<file path="src/hdl/mlft_pkg.sv">
// shared types, codes and constants of the mac learning forwarding table
package mlft_pkg;

  localparam int MacW       = 48;
  localparam int PortW      = 7;
  localparam int TimeW      = 32;
  localparam int LifeW      = 16;
  localparam int CntW       = 32;
  localparam int FuncW      = 2;
  localparam int CodeW      = 3;
  localparam int BucketMaxW = 12;
  localparam int MacBytes   = 6;
  localparam int HashMul    = 7;

  localparam int DefHashBuckets = 257;
  localparam int DefProbeSlots  = 5;
  localparam int DefNumPorts    = 128;
  localparam int QueueDepth     = 2;

  localparam logic [LifeW-1:0] LifeReset = 16'd300;

  // operation codes of an input beat
  typedef enum logic [FuncW-1:0] {
    FUNC_FRAME      = 2'd0,
    FUNC_FLUSH_PORT = 2'd1,
    FUNC_FLUSH_ALL  = 2'd2
  } func_e;

  typedef enum logic [CodeW-1:0] {
    DEC_FLOOD_MCAST   = 3'd0,
    DEC_FLOOD_UNKNOWN = 3'd1,
    DEC_FORWARD       = 3'd2,
    DEC_FILTER        = 3'd3,
    DEC_FLUSH_DONE    = 3'd4
  } decision_e;

  typedef enum logic [CodeW-1:0] {
    LRN_NONE      = 3'd0,
    LRN_REFRESHED = 3'd1,
    LRN_MOVED     = 3'd2,
    LRN_NEW_SLOT  = 3'd3,
    LRN_EVICTED   = 3'd4
  } learn_e;

  // classified command handed from front to back
  typedef struct packed {
    func_e                 kind;
    logic [MacW-1:0]       src_mac;
    logic [MacW-1:0]       dst_mac;
    logic [PortW-1:0]      port;
    logic [TimeW-1:0]      now;
    logic [BucketMaxW-1:0] src_base;
    logic [BucketMaxW-1:0] dst_base;
    logic                  src_mcast;
    logic                  dst_mcast;
  } cmd_t;

  // one table slot, expire of zero marks it empty
  typedef struct packed {
    logic [MacW-1:0]  mac;
    logic [PortW-1:0] port;
    logic [TimeW-1:0] expire;
  } entry_t;

endpackage

</file>
<file path="src/hdl/mlft_queue.sv">
// short command queue between front and back
module mlft_queue #(
  parameter int DEPTH = mlft_pkg::QueueDepth
) (
  input  logic           clk_i,
  input  logic           rst_ni,
  input  logic           push_i,
  input  mlft_pkg::cmd_t cmd_i,
  output logic           full_o,
  input  logic           pop_i,
  output mlft_pkg::cmd_t cmd_o,
  output logic           empty_o
);
  import mlft_pkg::*;

  localparam int PW = $clog2(DEPTH);
  localparam int CW = $clog2(DEPTH + 1);

  cmd_t          mem_q [DEPTH];
  logic [PW-1:0] wp_q, rp_q;
  logic [CW-1:0] cnt_q;

  assign full_o  = cnt_q == CW'(DEPTH);
  assign empty_o = cnt_q == '0;
  assign cmd_o   = mem_q[rp_q];

  // pointers and fill level
  always_ff @(posedge clk_i or negedge rst_ni) begin
    if (!rst_ni) begin
      wp_q  <= '0;
      rp_q  <= '0;
      cnt_q <= '0;
    end else begin
      if (push_i) begin
        wp_q <= (wp_q == PW'(DEPTH - 1)) ? '0 : wp_q + 1'b1;
      end
      if (pop_i) begin
        rp_q <= (rp_q == PW'(DEPTH - 1)) ? '0 : rp_q + 1'b1;
      end
      cnt_q <= cnt_q + CW'(push_i) - CW'(pop_i);
    end
  end

  // storage
  always_ff @(posedge clk_i) begin
    if (push_i) begin
      mem_q[wp_q] <= cmd_i;
    end
  end

endmodule

</file>
<file path="config.mk">
export PLATFORM = sky130hd
export DESIGN_NAME = mlft_queue
export DESIGN_NICKNAME = d
export VERILOG_FILES = /design/src/hdl/mlft_pkg.sv /design/src/hdl/mlft_queue.sv
export SDC_FILE = /design/constraint.sdc
export NUM_CORES = 1
export LEC_CHECK = 0
export ABC_AREA = 1
export BUFFER_PORTS_ARGS = -buffer_cell sky130_fd_sc_hd__buf_2
export CAP_MARGIN = 20
export CORE_UTILIZATION = 40
export DETAILED_ROUTE_END_ITERATION = 10
export HOLD_SLACK_MARGIN = 0.08
export SLEW_MARGIN = 20
export SYNTH_ARGS = -nofsm -noshare
export SYNTH_HDL_FRONTEND = slang
export SYNTH_SLANG_ARGS = --single-unit
</file>
<file path="constraint.sdc">
create_clock -name clk_i -period 9.5 [get_ports clk_i]
set_input_delay 1.9 -clock clk_i [delete_from_list [all_inputs] [get_ports clk_i]]
set_output_delay 1.9 -clock clk_i [all_outputs]
set_load 0.02 [all_outputs]
</file>
==> impl_metrics.yaml <==
outcome:
  outcome: "completed"
hold_path:
  worst_hold_startpoint: "wp_q"
  hold_path_depth: 1
  hp-class: "register to register"
  min_to: "wp_q"
critical_path:
  cp-end-kind: "output port"
  start_kind: "register"
  worstPathMaxFanout: 115
  crit_arrival_ns: 3.07
  r2r_slack_ns: 6.88
  reg2reg_depth: 3
  r2r_end: "mem_q[1][32]"
  r2r-start: "wp_q"
  cp.required_ns: 7.60
  critPathKind: "register to output port"
die:
  dieHeight_um: 177.2
  start_util: 0.4108
  die_area_um2: 31390
  dieWidth_um: 177.2
  rows: 63
  core_um2: 29870
  io_pins: 332
route:
  routed_wl_um: 24500
  wl_met1_um: 9693
  top_layer: "met5"
  wl_met3_um: 2375
  drt-pass1-iter-count: 4
  drc: 0
  via_per_inst: 4.469
  ant_nets: 0
  post_drt_wl_per_cell_um: 15.02
  vias: 7289
  drtIter0Drc: 443
  wl_met2_um: 12040
global_routing:
  grt_max_degree: 116
  overflow: 0
  antenna_found_initial: 6
  grt_pass1_wl_um: 36070
  grt_use_total: 0.1492
  grt_pass1_vias: 6953
run:
  cap_violations: 0
logic_synthesis:
  ys_seq_area_frac: 0.8058
  synth_area_um2: 12270
  ys_warn_count: 0
  syn_inst: 876
  syn_area_per_cell_um2: 14.01
  synth.distinct_cells: 14
  synth_nets: 1045
  synth-seq-cells: 330
clocking:
  cts-hold-fix-buffers: 0
  clk_latency_ns: 0.50
  clockRootBuffer: "clkbuf_16"
  numCtsBuffers: 36
  cts_setup_buffers: 0
  h-tree-depth: 2
  cts_resized: 0
  clk_pin_slew_worst_paths_ns: 0.05
  cts_tree: "done"
  ctsLongestPathBuffers: 3
  cts.sinks: 330
timing:
  finClkSkew_ns: 0.01090
  min_period_ns: 4.975
  setup_ws_ns: 4.525
  slew_viol_final: 0
  rsz0062_at_grt: "false"
  max_clock_freq_mhz: 201.0
  setup_viol: 0
  hold_viol: 0
  post-route-period-util: 0.5236
  slew_headroom: 0.3050
  finalSetupTns_ns: 0
  worst_pin_slew_ns: 1.043
power_and_ir_drop:
  p_per_area_nw_per_um2: 316.4
  peakVddDrop_uv: 178.1
  p_leak_nw: 6.530
placed_design:
  gp_congestion: 0.7297
  portBuffers: 331
  hpwl_um: 15860
  pre_cts_slack_ns: 4.983
final_layout:
  syn2layout_area_growth_pct: 24.94
  drive_above_1_share: 0.3137
  fin_nets: 1384
## placed cells by master, fill, tap and decap left out
master	n
buf_2	331
edfxtp_1	326
inv_1	169
nand2_1	169
o21ai_0	113
o21ai_1	50
clkbuf_16	37
clkinv_2	7
clkinv_1	7
buf_4	6
clkbuf_1	5
diode_2	4
dfrtp_1	3
nor2_1	2
xor2_1	2
ha_1	2
bufinv_16	2
clkinvlp_4	2
nand3_1	1
nor2_4	1
inv_6	1
dfrtp_4	1
## worst max-delay path, cell delays in order (launching register included)
cell and delay, ns:
dfrtp_4 1.05, buf_4 0.87, o21ai_0 0.29, buf_2 0.23
## through the flow
| step | power (mW) | cell area (um^2) | instances | util | hold slack [ns] |
|---|---|---|---|---|---|
| after global placement | 3.611 | 14240 | 1567 | 0.4767 | 0.5273 |
| final | 4.851 | 15330 | 1631 | 0.5133 | 0.5449 |
| after global routing | 5.122 | 15320 | 1627 | 0.5129 | 0.5828 |
| after detailed placement | 3.633 | 14240 | 1567 | 0.4767 | 0.5355 |
| after floorplan | 3.144 | 12270 | 876 | - | 0.4610 |
| after CTS | 4.928 | 15320 | 1627 | 0.5129 | 0.5479 |
## flip-flops by register name (all words and copies together) (netlist names)
register,cells
wp_q,1
rp_q,1
mem_q,326
cnt_q,2
## synthesized netlist by cell type
library cell  count  share of area
edfxtp_1        326           0.80
inv_1           170          0.052
nand2_1         169          0.052
o21ai_0         113          0.046
o21ai_1          50          0.020
buf_2            12         0.0049
clkbuf_1         12         0.0037
buf_6            11          0.010
dfrtp_1           4         0.0082
nor2_1            3        0.00092
ha_1              2         0.0020
xor2_1            2         0.0014
buf_4             1        0.00061
nand3_1           1        0.00041
## report_power, final
group,internal (mW),total [mW],leakage [nW],switching [mW]
Clock,0.760,1.28,0.529,0.522
Sequential,1.93,2.06,3.11,0.121
Combinational,0.420,1.51,2.90,1.09
Total,3.12,4.85,6.53,1.74
## layer usage
| metal | vias to the layer above | global-route usage |
|---|---|---|
| met5 | - | 0 |
| met4 | 4 | 0.04310 |
| met3 | 34 | 0.05777 |
| met2 | 245 | 0.2555 |
| met1 | 3364 | 0.1724 |
| li1 | 3642 | - |
## how the worst max path moves through the flow
stage / startpoint / end / slack [ns] / cells after the start
after floorplan: push_i / mem_q[0][0] / 0.05 / 2
after global placement: rp_q / cmd_o[142] / 5.01 / 3
after detailed placement: rp_q / cmd_o[51] / 4.98 / 3
after CTS: rp_q / cmd_o[51] / 4.46 / 3
after global routing: rp_q / cmd_o[3] / 4.23 / 4
final: rp_q / cmd_o[137] / 4.53 / 3
## cell type report
class                      count  area (um^2)
antenna                        4        10.01
clock buffer                  42        944.7
clock inverter                18        136.4
fill                        2615        14540
inverter                     170        643.1
multi-input combinational    340         1516
sequential                   330         9893
tap                          390        488.0
timing repair buffer         337         1702
## logic make-up after synthesis
kind of cell | share of synthesized area
DFF | 0.8058
xor gates and xnor gates | 0.001428
and+or+nand+nor | 0.05301
adders and majority gates | 0.002039
buffers and inverters | 0.07126
AOI/OAI and AO/OA | 0.06647
No activity file was read; power rests on OpenSTA's default activity.
