===== src/hdl/mlft_pkg.sv =====
// shared types, codes and constants of the mac learning forwarding table
package mlft_pkg;

  localparam int MacW       = 48;
  localparam int PortW      = 7;
  localparam int TimeW      = 32;
  localparam int LifeW      = 16;
  localparam int CntW       = 32;
  localparam int FuncW      = 2;
  localparam int CodeW      = 3;
  localparam int BucketMaxW = 12;
  localparam int MacBytes   = 6;
  localparam int HashMul    = 7;

  localparam int DefHashBuckets = 257;
  localparam int DefProbeSlots  = 5;
  localparam int DefNumPorts    = 128;
  localparam int QueueDepth     = 2;

  localparam logic [LifeW-1:0] LifeReset = 16'd300;

  // operation codes of an input beat
  typedef enum logic [FuncW-1:0] {
    FUNC_FRAME      = 2'd0,
    FUNC_FLUSH_PORT = 2'd1,
    FUNC_FLUSH_ALL  = 2'd2
  } func_e;

  typedef enum logic [CodeW-1:0] {
    DEC_FLOOD_MCAST   = 3'd0,
    DEC_FLOOD_UNKNOWN = 3'd1,
    DEC_FORWARD       = 3'd2,
    DEC_FILTER        = 3'd3,
    DEC_FLUSH_DONE    = 3'd4
  } decision_e;

  typedef enum logic [CodeW-1:0] {
    LRN_NONE      = 3'd0,
    LRN_REFRESHED = 3'd1,
    LRN_MOVED     = 3'd2,
    LRN_NEW_SLOT  = 3'd3,
    LRN_EVICTED   = 3'd4
  } learn_e;

  // classified command handed from front to back
  typedef struct packed {
    func_e                 kind;
    logic [MacW-1:0]       src_mac;
    logic [MacW-1:0]       dst_mac;
    logic [PortW-1:0]      port;
    logic [TimeW-1:0]      now;
    logic [BucketMaxW-1:0] src_base;
    logic [BucketMaxW-1:0] dst_base;
    logic                  src_mcast;
    logic                  dst_mcast;
  } cmd_t;

  // one table slot, expire of zero marks it empty
  typedef struct packed {
    logic [MacW-1:0]  mac;
    logic [PortW-1:0] port;
    logic [TimeW-1:0] expire;
  } entry_t;

endpackage


===== src/hdl/mlft_if.sv =====
// valid/ready channel interfaces of the mac learning forwarding table
interface mlft_in_if;
  logic                        valid;
  logic                        ready;
  logic [mlft_pkg::FuncW-1:0]  func;
  logic [mlft_pkg::MacW-1:0]   src_mac;
  logic [mlft_pkg::MacW-1:0]   dst_mac;
  logic [mlft_pkg::PortW-1:0]  in_port;
  logic [mlft_pkg::TimeW-1:0]  now_sec;
  modport source (output valid, func, src_mac, dst_mac, in_port, now_sec, input ready);
  modport sink (input valid, func, src_mac, dst_mac, in_port, now_sec, output ready);
endinterface



===== src/hdl/mlft_front.sv =====
// front end: accepts beats, drops invalid ones, hashes both macs
module mlft_front #(
  parameter int HASH_BUCKETS = mlft_pkg::DefHashBuckets,
  parameter int NUM_PORTS    = mlft_pkg::DefNumPorts
) (
  input  logic           clk_i,
  input  logic           rst_ni,
  mlft_in_if.sink        in_i,
  input  logic           init_done_i,
  output mlft_pkg::cmd_t cmd_o,
  output logic           push_o,
  input  logic           full_i
);
  import mlft_pkg::*;

  localparam int BW  = $clog2(HASH_BUCKETS);
  localparam int VW  = $clog2(8 * HASH_BUCKETS + 256) + 1;
  localparam int KS  = $clog2(8 + 256 / HASH_BUCKETS + 1);
  localparam int StW = $clog2(MacBytes);

  typedef enum logic [2:0] {
    F_IDLE = 3'b001,
    F_HASH = 3'b010,
    F_PUSH = 3'b100
  } fstate_e;

  // one hash byte: h*7 + b, then reduced below the bucket count
  function automatic logic [BW-1:0] hash_step(input logic [BW-1:0] h, input logic [7:0] b);
    logic [VW-1:0] v;
    logic [VW-1:0] m;
    v = VW'(h) * VW'(HashMul) + VW'(b);
    for (int k = KS - 1; k >= 0; k--) begin
      m = VW'(HASH_BUCKETS) << k;
      if (v >= m) begin
        v = v - m;
      end
    end
    return v[BW-1:0];
  endfunction

  fstate_e          state_q, state_d;
  cmd_t             cmd_q, cmd_d;
  logic [BW-1:0]    hs_q, hs_d, hd_q, hd_d;
  logic [MacW-1:0]  shs_q, shs_d, shd_q, shd_d;
  logic [StW-1:0]   step_q, step_d;
  logic [BW-1:0]    hs_next, hd_next;
  logic             accept;
  logic             port_ok;

  assign in_i.ready = (state_q == F_IDLE) && init_done_i;
  assign accept     = in_i.valid && in_i.ready;
  assign port_ok    = {1'b0, in_i.in_port} < (PortW + 1)'(NUM_PORTS);
  assign hs_next    = hash_step(hs_q, shs_q[MacW-1 -: 8]);
  assign hd_next    = hash_step(hd_q, shd_q[MacW-1 -: 8]);
  assign cmd_o      = cmd_q;
  assign push_o     = (state_q == F_PUSH) && !full_i;

  // classify and hash
  always_comb begin
    state_d = state_q;
    cmd_d   = cmd_q;
    hs_d    = hs_q;
    hd_d    = hd_q;
    shs_d   = shs_q;
    shd_d   = shd_q;
    step_d  = step_q;
    unique case (state_q)
      F_IDLE: begin
        if (accept) begin
          cmd_d.src_mac   = in_i.src_mac;
          cmd_d.dst_mac   = in_i.dst_mac;
          cmd_d.port      = in_i.in_port;
          cmd_d.now       = in_i.now_sec;
          cmd_d.src_mcast = in_i.src_mac[MacW-8];
          cmd_d.dst_mcast = in_i.dst_mac[MacW-8];
          cmd_d.src_base  = '0;
          cmd_d.dst_base  = '0;
          hs_d   = '0;
          hd_d   = '0;
          shs_d  = in_i.src_mac;
          shd_d  = in_i.dst_mac;
          step_d = '0;
          case (in_i.func)
            FUNC_FRAME: begin
              cmd_d.kind = FUNC_FRAME;
              if (port_ok) begin
                state_d = F_HASH;
              end
            end
            FUNC_FLUSH_PORT: begin
              cmd_d.kind = FUNC_FLUSH_PORT;
              state_d    = F_PUSH;
            end
            FUNC_FLUSH_ALL: begin
              cmd_d.kind = FUNC_FLUSH_ALL;
              state_d    = F_PUSH;
            end
            default: state_d = F_IDLE;
          endcase
        end
      end
      F_HASH: begin
        hs_d   = hs_next;
        hd_d   = hd_next;
        shs_d  = shs_q << 8;
        shd_d  = shd_q << 8;
        step_d = step_q + 1'b1;
        if (step_q == StW'(MacBytes - 1)) begin
          cmd_d.src_base = BucketMaxW'(hs_next);
          cmd_d.dst_base = BucketMaxW'(hd_next);
          state_d        = F_PUSH;
        end
      end
      F_PUSH: begin
        if (!full_i) begin
          state_d = F_IDLE;
        end
      end
      default: state_d = F_IDLE;
    endcase
  end

  // control state
  always_ff @(posedge clk_i or negedge rst_ni) begin
    if (!rst_ni) begin
      state_q <= F_IDLE;
    end else begin
      state_q <= state_d;
    end
  end

  // payload
  always_ff @(posedge clk_i) begin
    cmd_q  <= cmd_d;
    hs_q   <= hs_d;
    hd_q   <= hd_d;
    shs_q  <= shs_d;
    shd_q  <= shd_d;
    step_q <= step_d;
  end

endmodule


===== src/flat_wrapper.sv =====
// flat-port wrapper written by rule: the top's interface ports become plain ports
module mlft_front_flat import mlft_pkg::*;
#(
  parameter int HASH_BUCKETS = mlft_pkg::DefHashBuckets,
  parameter int NUM_PORTS    = mlft_pkg::DefNumPorts
)
  (clk_i, rst_ni, init_done_i, cmd_o, push_o, full_i, in_i_valid, in_i_func, in_i_src_mac, in_i_dst_mac, in_i_in_port, in_i_now_sec, in_i_ready);
  mlft_in_if in_i_i ();
  input  logic clk_i;
  input  logic rst_ni;
  input  logic init_done_i;
  output mlft_pkg::cmd_t cmd_o;
  output logic push_o;
  input  logic full_i;
  input wire logic [$bits(in_i_i.valid)-1:0] in_i_valid;
  input wire logic [$bits(in_i_i.func)-1:0] in_i_func;
  input wire logic [$bits(in_i_i.src_mac)-1:0] in_i_src_mac;
  input wire logic [$bits(in_i_i.dst_mac)-1:0] in_i_dst_mac;
  input wire logic [$bits(in_i_i.in_port)-1:0] in_i_in_port;
  input wire logic [$bits(in_i_i.now_sec)-1:0] in_i_now_sec;
  output wire logic [$bits(in_i_i.ready)-1:0] in_i_ready;
  assign in_i_i.valid = in_i_valid;
  assign in_i_i.func = in_i_func;
  assign in_i_i.src_mac = in_i_src_mac;
  assign in_i_i.dst_mac = in_i_dst_mac;
  assign in_i_i.in_port = in_i_in_port;
  assign in_i_i.now_sec = in_i_now_sec;
  assign in_i_ready = in_i_i.ready;
  mlft_front #(.HASH_BUCKETS(HASH_BUCKETS), .NUM_PORTS(NUM_PORTS)) u_core (.clk_i(clk_i), .rst_ni(rst_ni), .in_i(in_i_i), .init_done_i(init_done_i), .cmd_o(cmd_o), .push_o(push_o), .full_i(full_i));
endmodule

===== config.mk =====
export PLATFORM = sky130hd
export DESIGN_NAME = mlft_front_flat
export DESIGN_NICKNAME = d
export VERILOG_FILES = /design/src/hdl/mlft_pkg.sv /design/src/hdl/mlft_if.sv /design/src/hdl/mlft_front.sv /design/src/flat_wrapper.sv
export SDC_FILE = /design/constraint.sdc
export NUM_CORES = 1
export LEC_CHECK = 0
export BUFFER_PORTS_ARGS = -buffer_cell sky130_fd_sc_hd__buf_4
export CORE_MARGIN = 3
export CORE_UTILIZATION = 60
export CTS_BUF_LIST = sky130_fd_sc_hd__clkbuf_8
export DETAILED_ROUTE_END_ITERATION = 6
export GPL_TIMING_DRIVEN = 0
export PLACE_DENSITY = 0.95
export REMOVE_ABC_BUFFERS = 1
export SYNTH_ARGS = -nofsm -noshare
export SYNTH_HDL_FRONTEND = slang
export SYNTH_SLANG_ARGS = --single-unit

===== constraint.sdc =====
create_clock -name clk_i -period 15.6 [get_ports clk_i]
set_input_delay 4.68 -clock clk_i [delete_from_list [all_inputs] [get_ports clk_i]]
set_output_delay 4.68 -clock clk_i [all_outputs]
set_load 0.01 [all_outputs]

==> impl_metrics.json, run 1 <==
{
  "setup_slack_ns": 5.76,
  "gp_congestion": 0.911,
  "core-area_mm2": 0.0247,
  "p_leak_nw": 7.74,
  "slew-limit-headroom_pct": 42.5,
  "yosys_warnings": 0,
  "reg2reg_to": "u_core.cmd_o[7]",
  "grt-ovfl-total": 0,
  "final_nets": 1887,
  "hold_depth": 2,
  "final_hold_viol_count": 0,
  "worstPathMaxFanout": 2,
  "path_clk_slew_ns": 0.06,
  "io_buffers": 300,
  "yosysSeqAreaShare_pct": 53.8,
  "critPathKind": "primary input to output pin",
  "tightest_slew_ns": 0.849,
  "max_freq_ghz": 0.102,
  "die_h_um": 166,
  "power.density_mw_per_mm2": 140,
  "place_ws_ns": 5.76,
  "rsz0062_at_grt": "false",
  "grt_util_all_layers_pct": 32.1,
  "cts_tree": "yes",
  "area_delta_synth_final_pct": 21.6,
  "ctsLongestPathBuffers": 3,
  "first_global_vias": 12500,
  "regToRegSetupSlack_ns": 6.73,
  "h-tree-depth": 2,
  "io_pins": 307,
  "cpMaxStageDelayCell": "nor3_1",
  "async_flop_share_pct": 1.09,
  "synth-main-ff-cell": "edfxtp_1",
  "r2r-start": "u_core.hd_q[6]",
  "syn_inst": 1368,
  "multiInputGateArea_mm2": 0.00651,
  "fill_cells": 1457,
  "finalClockSkew_ns": 0.0221,
  "yosysUniqueCellTypes": 110,
  "maxSlewViolCount": 0,
  "power_mw": 2.60,
  "grt_max_degree": 90,
  "end_kind": "output pin",
  "cpPeakStageDelay_ns": 0.19,
  "post_cts_buffers": 0,
  "drv_cap": 0,
  "hold_path.class": "flop to flop",
  "synthesis.area_mm2": 0.0153,
  "ys_seq_elements": 275,
  "hold_buffers": 0,
  "start_kind": "primary input",
  "antenna_left": 0,
  "drc": 0,
  "hold_start": "u_core.shd_q[30]",
  "std_cell_rows": 57,
  "drt-vias-per-instance": 6.19,
  "fin_setup_tns_ns": 0,
  "cts_buffers": 43,
  "worstPathArrival_ns": 5.16,
  "firstDrtPassIters": 6,
  "finalSetupViolations": 0,
  "crit_top_cell": "buf_4",
  "vdd_ir_drop_max_v": 0.0000988,
  "route.detailed.wl_per_inst_um": 22.6,
  "outcome": "complete, no violations",
  "initial_core_util_pct": 62.1,
  "hpwl_um": 32300,
  "drt_iter0_drc": 1234,
  "cts_sinks": 275,
  "crit_path_cell_trace": "buf_4 -> nand2_1 -> nor3_1 -> buf_4",
  "die_x_um": 166,
  "post-route-min-period_ns": 9.84,
  "num_vias": 12500,
  "grt_pass1_wl_um": 70200,
  "drive_gt1_share_pct": 24.1,
  "cts_resized": 0,
  "drt-total-wl_um": 45800,
  "cts-root-buf": "clkbuf_8",
  "rr_worst_depth": 25,
  "final_util_pct": 75.5,
  "finalCritPeriodShare_pct": 63.1,
  "seqCellArea_mm2": 0.00824,
  "synth_edf_count": 272,
  "die_area_mm2": 0.0275,
  "crit_required_ns": 10.92,
  "fin_cells": 2022,
  "min_to": "u_core.shd_q[38]",
  "grt_antenna_before_repair": 3,
  "clkLatencyLatePin_ns": 0.58,
  "avgSynthCellArea_um2": 11.2,
  "dp_cells": 1943
}
## worst max-delay path: cells and delay by family
family	cells	cell delay (ns)
buffers and inverters	2	0.25
AND/OR/NAND/NOR	2	0.23
## area by class of cell
class	instances	share of cell area, %
Sequential cell	275	44.2
Multi-Input combinational cell	960	34.9
Timing Repair Buffer	306	12.8
Clock buffer	43	3.18
Tap cell	324	2.18
Inverter	78	1.60
Clock inverter	33	1.01
Antenna cell	3	0.0403
## layer usage
| metal | global-route usage [%] | wire length [um] |
|---|---|---|
| met5 | 0 | 0 |
| met4 | 15.2 | 2560 |
| met3 | 7.40 | 4160 |
| met2 | 54.9 | 22500 |
| met1 | 38.9 | 16500 |
## how the worst max path moves through the flow
stage                      start                to  slack, ns  cells after the start
3_3_place_gp   u_core.state_q[2]  u_core.shs_q[15]       4.80                      2
3_5_place_dp         init_done_i        in_i_ready       5.76                      4
4_1_cts              init_done_i        in_i_ready       5.76                      4
2_1_floorplan        init_done_i        in_i_ready       5.90                      2
5_1_grt              init_done_i        in_i_ready       5.71                      4
6_report             init_done_i        in_i_ready       5.76                      4
## stage by stage
| step | cell area, um^2 | hold slack (ns) |
|---|---|---|
| final | 18600 | 0.505 |
| after global routing | 18600 | 0.519 |
| after CTS | 18600 | 0.505 |
| after detailed placement | 17800 | 0.493 |
| after global placement | 17700 | 0.488 |
| after floorplan | 15000 | 0.484 |
## cell usage in the layout (no fill, tap or decap), types with 27 or more instances in the layout
cell type | synthesis | layout
clkbuf_8 | 0 | 43
edfxtp_1 | 272 | 272
and2_1 | 27 | 27
xnor2_1 | 28 | 28
inv_1 | 77 | 87
a21oi_1 | 47 | 47
fa_1 | 30 | 30
nand3_1 | 32 | 32
nand2_1 | 298 | 297
buf_4 | 12 | 300
ha_1 | 51 | 51
nor2_1 | 69 | 69
## state kept, by name (all words and copies together), names as in the netlist
| signal | count |
|---|---|
| u_core.shd_q | 48 |
| u_core.hs_q | 9 |
| u_core.state_q | 3 |
| u_core.cmd_o | 155 |
| u_core.hd_q | 9 |
| u_core.shs_q | 48 |
| u_core.step_q | 3 |
## where the power goes
part	total [mW]	internal [mW]	switching (mW)	leakage (nW)
sequential	0.879	0.863	0.0166	2.58
combinational	1.15	0.418	0.728	4.73
clock	0.580	0.279	0.301	0.437
total	2.60	1.56	1.05	7.74
## kinds of logic (layout without fill, tap and decap cells)
family / count (synthesis) / count (layout) / share of synthesized area [%]
xor+xnor: 40 / 40 / 2.39
flops: 275 / 275 / 53.8
other cells: 1 / 9 / 0.0245
mux: 15 / 15 / 1.09
simple gates: 553 / 553 / 16.8
compound gates: 265 / 265 / 13.8
buf+inv: 138 / 460 / 3.99
fa+ha+maj: 81 / 81 / 8.09
## cells in the mapped netlist (7+ instances only)
master	number	share of area, %
nand2_1	298	7.3
edfxtp_1	272	53
inv_1	77	1.9
nor2_1	69	1.7
ha_1	51	4.2
a21oi_1	47	1.5
nand3_1	32	1.0
fa_1	30	3.9
xnor2_1	28	1.6
and2_1	27	1.1
clkbuf_1	27	0.66
o21ai_0	27	0.88
nor3_1	26	0.85
o21a_1	21	1.0
and3_1	17	0.69
a21o_1	15	0.74
a211oi_1	14	0.69
buf_2	14	0.46
buf_4	12	0.59
nor4_1	11	0.45
xor2_1	11	0.63
mux2i_1	10	0.65
or3_1	10	0.41
nand4_1	9	0.37
o211ai_1	9	0.44
nor3b_1	8	0.39
o211a_1	8	0.52
a22oi_1	7	0.34
Note: power is estimated with default switching activity, not from simulation.
==> run 2: changes to the inputs <==
--- a/config.mk
+++ b/config.mk
@@ -7,11 +7,11 @@
 export LEC_CHECK = 0
 export BUFFER_PORTS_ARGS = -buffer_cell sky130_fd_sc_hd__buf_4
 export CORE_MARGIN = 3
-export CORE_UTILIZATION = 60
+export CORE_UTILIZATION = 58
 export CTS_BUF_LIST = sky130_fd_sc_hd__clkbuf_8
 export DETAILED_ROUTE_END_ITERATION = 6
 export GPL_TIMING_DRIVEN = 0
-export PLACE_DENSITY = 0.95
+export PLACE_DENSITY = 0.93
 export REMOVE_ABC_BUFFERS = 1
 export SYNTH_ARGS = -nofsm -noshare
 export SYNTH_HDL_FRONTEND = slang
==> constraint.sdc (replaced) <==
create_clock -name clk_i -period 9.1 [get_ports clk_i]
set_input_delay 2.73 -clock clk_i [delete_from_list [all_inputs] [get_ports clk_i]]
set_output_delay 2.73 -clock clk_i [all_outputs]
set_load 0.01 [all_outputs]
==> run 2 against run 1 <==
Worst setup slack got worse by 5.1 ns. Die area rose by 3.3%. Register-to-register slack got worse by 6.1 ns. Critical endpoint is now u_core.cmd_o[8].
==> impl_metrics.json, run 2 (synthesis results as in run 1) <==
{
  "outcome": "complete, no violations",
  "cpPeakStageDelay_ns": 0.59,
  "clkLatencyLatePin_ns": 0.57,
  "hpwl_um": 31600,
  "drive_gt1_share_pct": 24.6,
  "grt-ovfl-total": 0,
  "swShare_pct": 39.3,
  "fin_cells": 2029,
  "start_kind": "flop",
  "hold_buffers": 0,
  "grt_util_all_layers_pct": 30.4,
  "max_freq_ghz": 0.118,
  "firstDrtPassIters": 6,
  "path_clk_slew_ns": 0.07,
  "top_layer": "met4",
  "p_seq_share_pct": 33.4,
  "holdWs_ns": 0.505,
  "std_cell_rows": 58,
  "area_delta_synth_final_pct": 22.2,
  "route.met3.wl_um": 3990,
  "core-area_mm2": 0.0255,
  "final_cell_mix": "buf_4, nand2_1, edfxtp_1, inv_1, nor2_1",
  "clkPwrFrac_pct": 23.1,
  "finalCritPeriodShare_pct": 92.9,
  "drt-total-wl_um": 44100,
  "p_leak_nw": 7.81,
  "hold_path.class": "flop to flop",
  "drt_iter0_drc": 1194,
  "rsz0062_at_grt": "false",
  "dp_cells": 1949,
  "final_hold_viol_count": 0,
  "route.detailed.wl_per_inst_um": 21.7,
  "post-route-min-period_ns": 8.45,
  "tightest_slew_ns": 0.940,
  "finalSetupViolations": 0,
  "placed_area_mm2": 0.0179,
  "die_area_mm2": 0.0284,
  "drv_cap": 0,
  "ctsLongestPathBuffers": 3,
  "drc": 0,
  "grt_pass1_wl_um": 67900,
  "power.density_mw_per_mm2": 241,
  "io_pins": 307,
  "stdcell_area_mm2": 0.0187,
  "final_nets": 1889,
  "place_ws_ns": 0.505,
  "slew-limit-headroom_pct": 36.3,
  "grt_max_degree": 92,
  "gp_congestion": 0.947,
  "cts_buffers": 44,
  "comb_power_share_pct": 43.5,
  "drt-met1-wl_um": 15700,
  "wl_met2_um": 22200,
  "crit_top_cell": "ha_1",
  "vdd_ir_drop_max_v": 0.000186,
  "p_int_mw": 2.74,
  "die_x_um": 169,
  "worstPathArrival_ns": 8.72,
  "fin_setup_tns_ns": 0,
  "io_buffers": 300,
  "crit_required_ns": 9.37,
  "cts_tree": "yes",
  "antenna_left": 0,
  "cts-root-buf": "clkbuf_8",
  "end_kind": "flop",
  "worstPathMaxFanout": 7,
  "largest_reg_flops": 155,
  "cpMaxStageDelayCell": "fa_1",
  "setup_slack_ns": 0.647,
  "finalClockSkew_ns": 0.0256,
  "initial_core_util_pct": 60.0,
  "die_h_um": 169,
  "drt-vias-per-instance": 6.06,
  "maxSlewViolCount": 0,
  "h-tree-depth": 2,
  "cts_sinks": 275,
  "final_util_pct": 73.3,
  "power.net_switching_mw": 1.77,
  "final_common_cell": "buf_4",
  "num_vias": 12300,
  "grt_antenna_before_repair": 2,
  "power_mw": 4.51,
  "critPathKind": "flop to flop",
  "first_global_vias": 12500
}
## run 2: changes by cell type in the layout (fill, tap and decap cells not counted), moves of 2 or more
cell / delta
clkinv_1: -10
inv_1: +8
bufinv_16: +2
clkinv_2: +2
clkinv_4: -2
## run 2: power groups by stage
stage / Clock (mW) / Sequential (mW) / Combinational [mW]
after floorplan: 0 / 1.55 / 1.38
after global placement: 0 / 1.54 / 1.81
after detailed placement: 0 / 1.53 / 1.88
after CTS: 1.05 / 1.51 / 1.90
after global routing: 1.10 / 1.51 / 2.14
final: 1.04 / 1.51 / 1.96
## run 2: path summary, 6_finish.rpt
path                                 start                end  slack, ns  cells past startpoint
min in group asynchronous           rst_ni  u_core.state_q[1]       1.96                      1
setup / recovery            u_core.hd_q[0]    u_core.cmd_o[8]       0.65                     28
hold reg to reg            u_core.shd_q[6]   u_core.shd_q[14]       0.50                      2
max in group asynchronous           rst_ni  u_core.state_q[0]       6.97                      1
setup reg to reg            u_core.hd_q[0]    u_core.cmd_o[8]       0.65                     28
hold / removal             u_core.shd_q[6]   u_core.shd_q[14]       0.50                      2
## run 2: cell type report
| class | count | area [um^2] |
|---|---|---|
| clock buffers | 44 | 606 |
| fillers | 1583 | 6820 |
| flip-flops and latches | 275 | 8240 |
| multi-input cells | 960 | 6530 |
| inverters | 78 | 298 |
| repair buffers | 307 | 2400 |
| diodes | 2 | 5.00 |
| clock inverters | 33 | 230 |
| well taps | 330 | 413 |
## run 2: timing repair
item                       CTS  global route
hold endpoints to repair     0             0
setup buffers                0             1
gates resized for setup      0             4
setup endpoints to repair    0             4
## run 2: worst max-delay path: cells and delay by family, from the launching register on
| kind | cells | cell delay [ns] |
|---|---|---|
| compound gates | 9 | 2.33 |
| xor+xnor | 3 | 0.87 |
| buf+inv | 1 | 0.07 |
| simple gates | 9 | 2.20 |
| fa+ha+maj | 6 | 2.24 |
| flops | 1 | 0.45 |
## run 2: routing by layer
layer  vias up  GRT usage, %
met4         0          15.0
met2       651          52.5
li1       5587             -
met3       137          7.33
met1      5912          35.8
met5         -             0
==> run 3: changes to the inputs <==
--- a/config.mk
+++ b/config.mk
@@ -6,12 +6,12 @@
 export NUM_CORES = 1
 export LEC_CHECK = 0
 export BUFFER_PORTS_ARGS = -buffer_cell sky130_fd_sc_hd__buf_4
-export CORE_MARGIN = 3
+export CORE_MARGIN = 1
 export CORE_UTILIZATION = 58
 export CTS_BUF_LIST = sky130_fd_sc_hd__clkbuf_8
 export DETAILED_ROUTE_END_ITERATION = 6
 export GPL_TIMING_DRIVEN = 0
-export PLACE_DENSITY = 0.93
+export PLACE_DENSITY_LB_ADDON = 0.08
 export REMOVE_ABC_BUFFERS = 1
 export SYNTH_ARGS = -nofsm -noshare
 export SYNTH_HDL_FRONTEND = slang
==> run 3 against run 2 <==
Core utilization down 1.1 points. Sequential power about the same. Die area down 4.7%. Worst hold slack worse by 0.0039 ns. First-iteration DRC count down 20%. Critical path type unchanged. Critical endpoint is now u_core.hd_q[6]. Largest cell class unchanged. Largest power group unchanged.
==> impl_metrics.json, run 3 (synthesis results as in run 1) <==
{
  "r2r-start": "u_core.hd_q[0]",
  "core-area_mm2": 0.0260,
  "initial_core_util_pct": 58.9,
  "die_h_um": 165,
  "antenna_left": 0,
  "drt-vias-per-instance": 5.70,
  "finalSetupViolations": 0,
  "finalCritPeriodShare_pct": 94.3,
  "placed_area_mm2": 0.0179,
  "endpoint": "u_core.hd_q[6]",
  "io_buffers": 300,
  "p_seq_share_pct": 33.6,
  "cts_buffers": 44,
  "largest_reg_flops": 155,
  "tightest_slew_ns": 0.893,
  "rr_worst_depth": 28,
  "num_vias": 11600,
  "end_kind": "flop",
  "cts-root-buf": "clkbuf_8",
  "hold_buffers": 0,
  "std_cell_rows": 59,
  "slew-limit-headroom_pct": 40.1,
  "p_leak_nw": 7.78,
  "post-route-min-period_ns": 8.58,
  "worstPathMaxFanout": 7,
  "drt_iter0_drc": 955,
  "final_nets": 1888,
  "p_int_mw": 2.78,
  "grt_pass1_wl_um": 57600,
  "final_common_cell": "buf_4",
  "power.density_mw_per_mm2": 239,
  "route.detailed.wl_per_inst_um": 18.5,
  "worstPathArrival_ns": 8.85,
  "h-tree-depth": 2,
  "first_global_vias": 11000,
  "final_hold_viol_count": 0,
  "swShare_pct": 37.8,
  "reg2reg_to": "u_core.hd_q[6]",
  "power.net_switching_mw": 1.69,
  "cts_tree": "yes",
  "firstDrtPassIters": 5,
  "drive_gt1_share_pct": 24.6,
  "critPathKind": "flop to flop",
  "ctsLongestPathBuffers": 3,
  "clkPwrFrac_pct": 24.0,
  "finalClockSkew_ns": 0.0300,
  "drc": 0,
  "area_delta_synth_final_pct": 22.4,
  "hold_depth": 2,
  "cpPeakStageDelay_ns": 0.58,
  "io_pins": 307,
  "grt_util_all_layers_pct": 27.8,
  "regToRegSetupSlack_ns": 0.52,
  "maxSlewViolCount": 0,
  "clkLatencyLatePin_ns": 0.55,
  "die_x_um": 165,
  "hpwl_um": 28000,
  "power_mw": 4.47,
  "grt_antenna_before_repair": 2,
  "stdcell_area_mm2": 0.0188,
  "cpMaxStageDelayCell": "fa_1",
  "max_freq_ghz": 0.117,
  "path_clk_slew_ns": 0.06,
  "start_kind": "flop",
  "cts_sinks": 275,
  "comb_power_share_pct": 42.5,
  "vdd_ir_drop_max_v": 0.000135,
  "drv_cap": 0,
  "dp_cells": 1954,
  "fin_cells": 2032,
  "drt-total-wl_um": 37700,
  "grt-ovfl-total": 0,
  "rsz0062_at_grt": "false",
  "hold_path.class": "flop to flop",
  "gp_congestion": 0.901,
  "grt_max_degree": 88,
  "post_cts_buffers": 0,
  "crit_top_cell": "ha_1",
  "final_util_pct": 72.2,
  "startpoint": "u_core.hd_q[0]",
  "outcome": "complete, no violations",
  "crit_required_ns": 9.37,
  "die_area_mm2": 0.0271,
  "final_cell_mix": "buf_4, nand2_1, edfxtp_1, inv_1, nor2_1"
}
run 3: repair_timing:
action | 4_1_cts | 5_1_grt
endpoints found under the hold margin | 0 | 0
endpoints found under the setup margin | 0 | 4
resized for setup | 0 | 1
run 3: power groups by stage:
stage / registers (mW) / logic, mW / clock network [mW]
finish: 1.50 / 1.90 / 1.07
global route: 1.51 / 2.09 / 1.14
CTS: 1.50 / 1.88 / 1.09
detailed placement: 1.53 / 1.87 / 0
global placement: 1.54 / 1.83 / 0
floorplan: 1.55 / 1.38 / 0
run 3: through the flow:
step / worst slack, ns / setup TNS, ns / hold slack [ns]
floorplan: 1.78 / 0 / 0.484
global placement: -2.01 / -234.13 / 0.487
detailed placement: 0.561 / 0 / 0.491
CTS: 0.550 / 0 / 0.503
global route: 0.0219 / 0 / 0.518
finish: 0.522 / 0 / 0.501
run 3: worst min-delay path by stage:
stage	startpoint	endpoint
after floorplan	u_core.shd_q[2]	u_core.shd_q[10]
after global placement	u_core.shd_q[18]	u_core.shd_q[26]
after detailed placement	u_core.shd_q[39]	u_core.shd_q[47]
after CTS	u_core.shs_q[2]	u_core.shs_q[10]
after global routing	u_core.shd_q[6]	u_core.shd_q[14]
final	u_core.shs_q[2]	u_core.shs_q[10]
run 3: per-layer routing:
| metal | up-vias | wire, um | track usage [%] |
|---|---|---|---|
| li1 | 5577 | - | - |
| met5 | - | 0 | 0 |
| met1 | 5598 | 15300 | 35.3 |
| met3 | 49 | 2860 | 7.99 |
| met2 | 356 | 18700 | 46.4 |
| met4 | 0 | 782 | 8.09 |
run 3: layout make-up:
class,count,area (um^2)
timing repair buffer,306,2390
clock buffer,47,647
inverter,78,298
clock inverter,29,238
sequential,275,8240
tap,335,419
antenna,2,5.00
fill,1878,7230
multi-input combinational,960,6510
run 3: worst max-delay path: cells and delay by family, from the launching register on:
| family | cells | cell delay (ns) |
|---|---|---|
| compound gates | 9 | 2.30 |
| simple gates | 9 | 2.24 |
| fa+ha+maj | 6 | 2.24 |
| xor+xnor | 3 | 1.01 |
| flops | 1 | 0.45 |
| buf+inv | 1 | 0.07 |
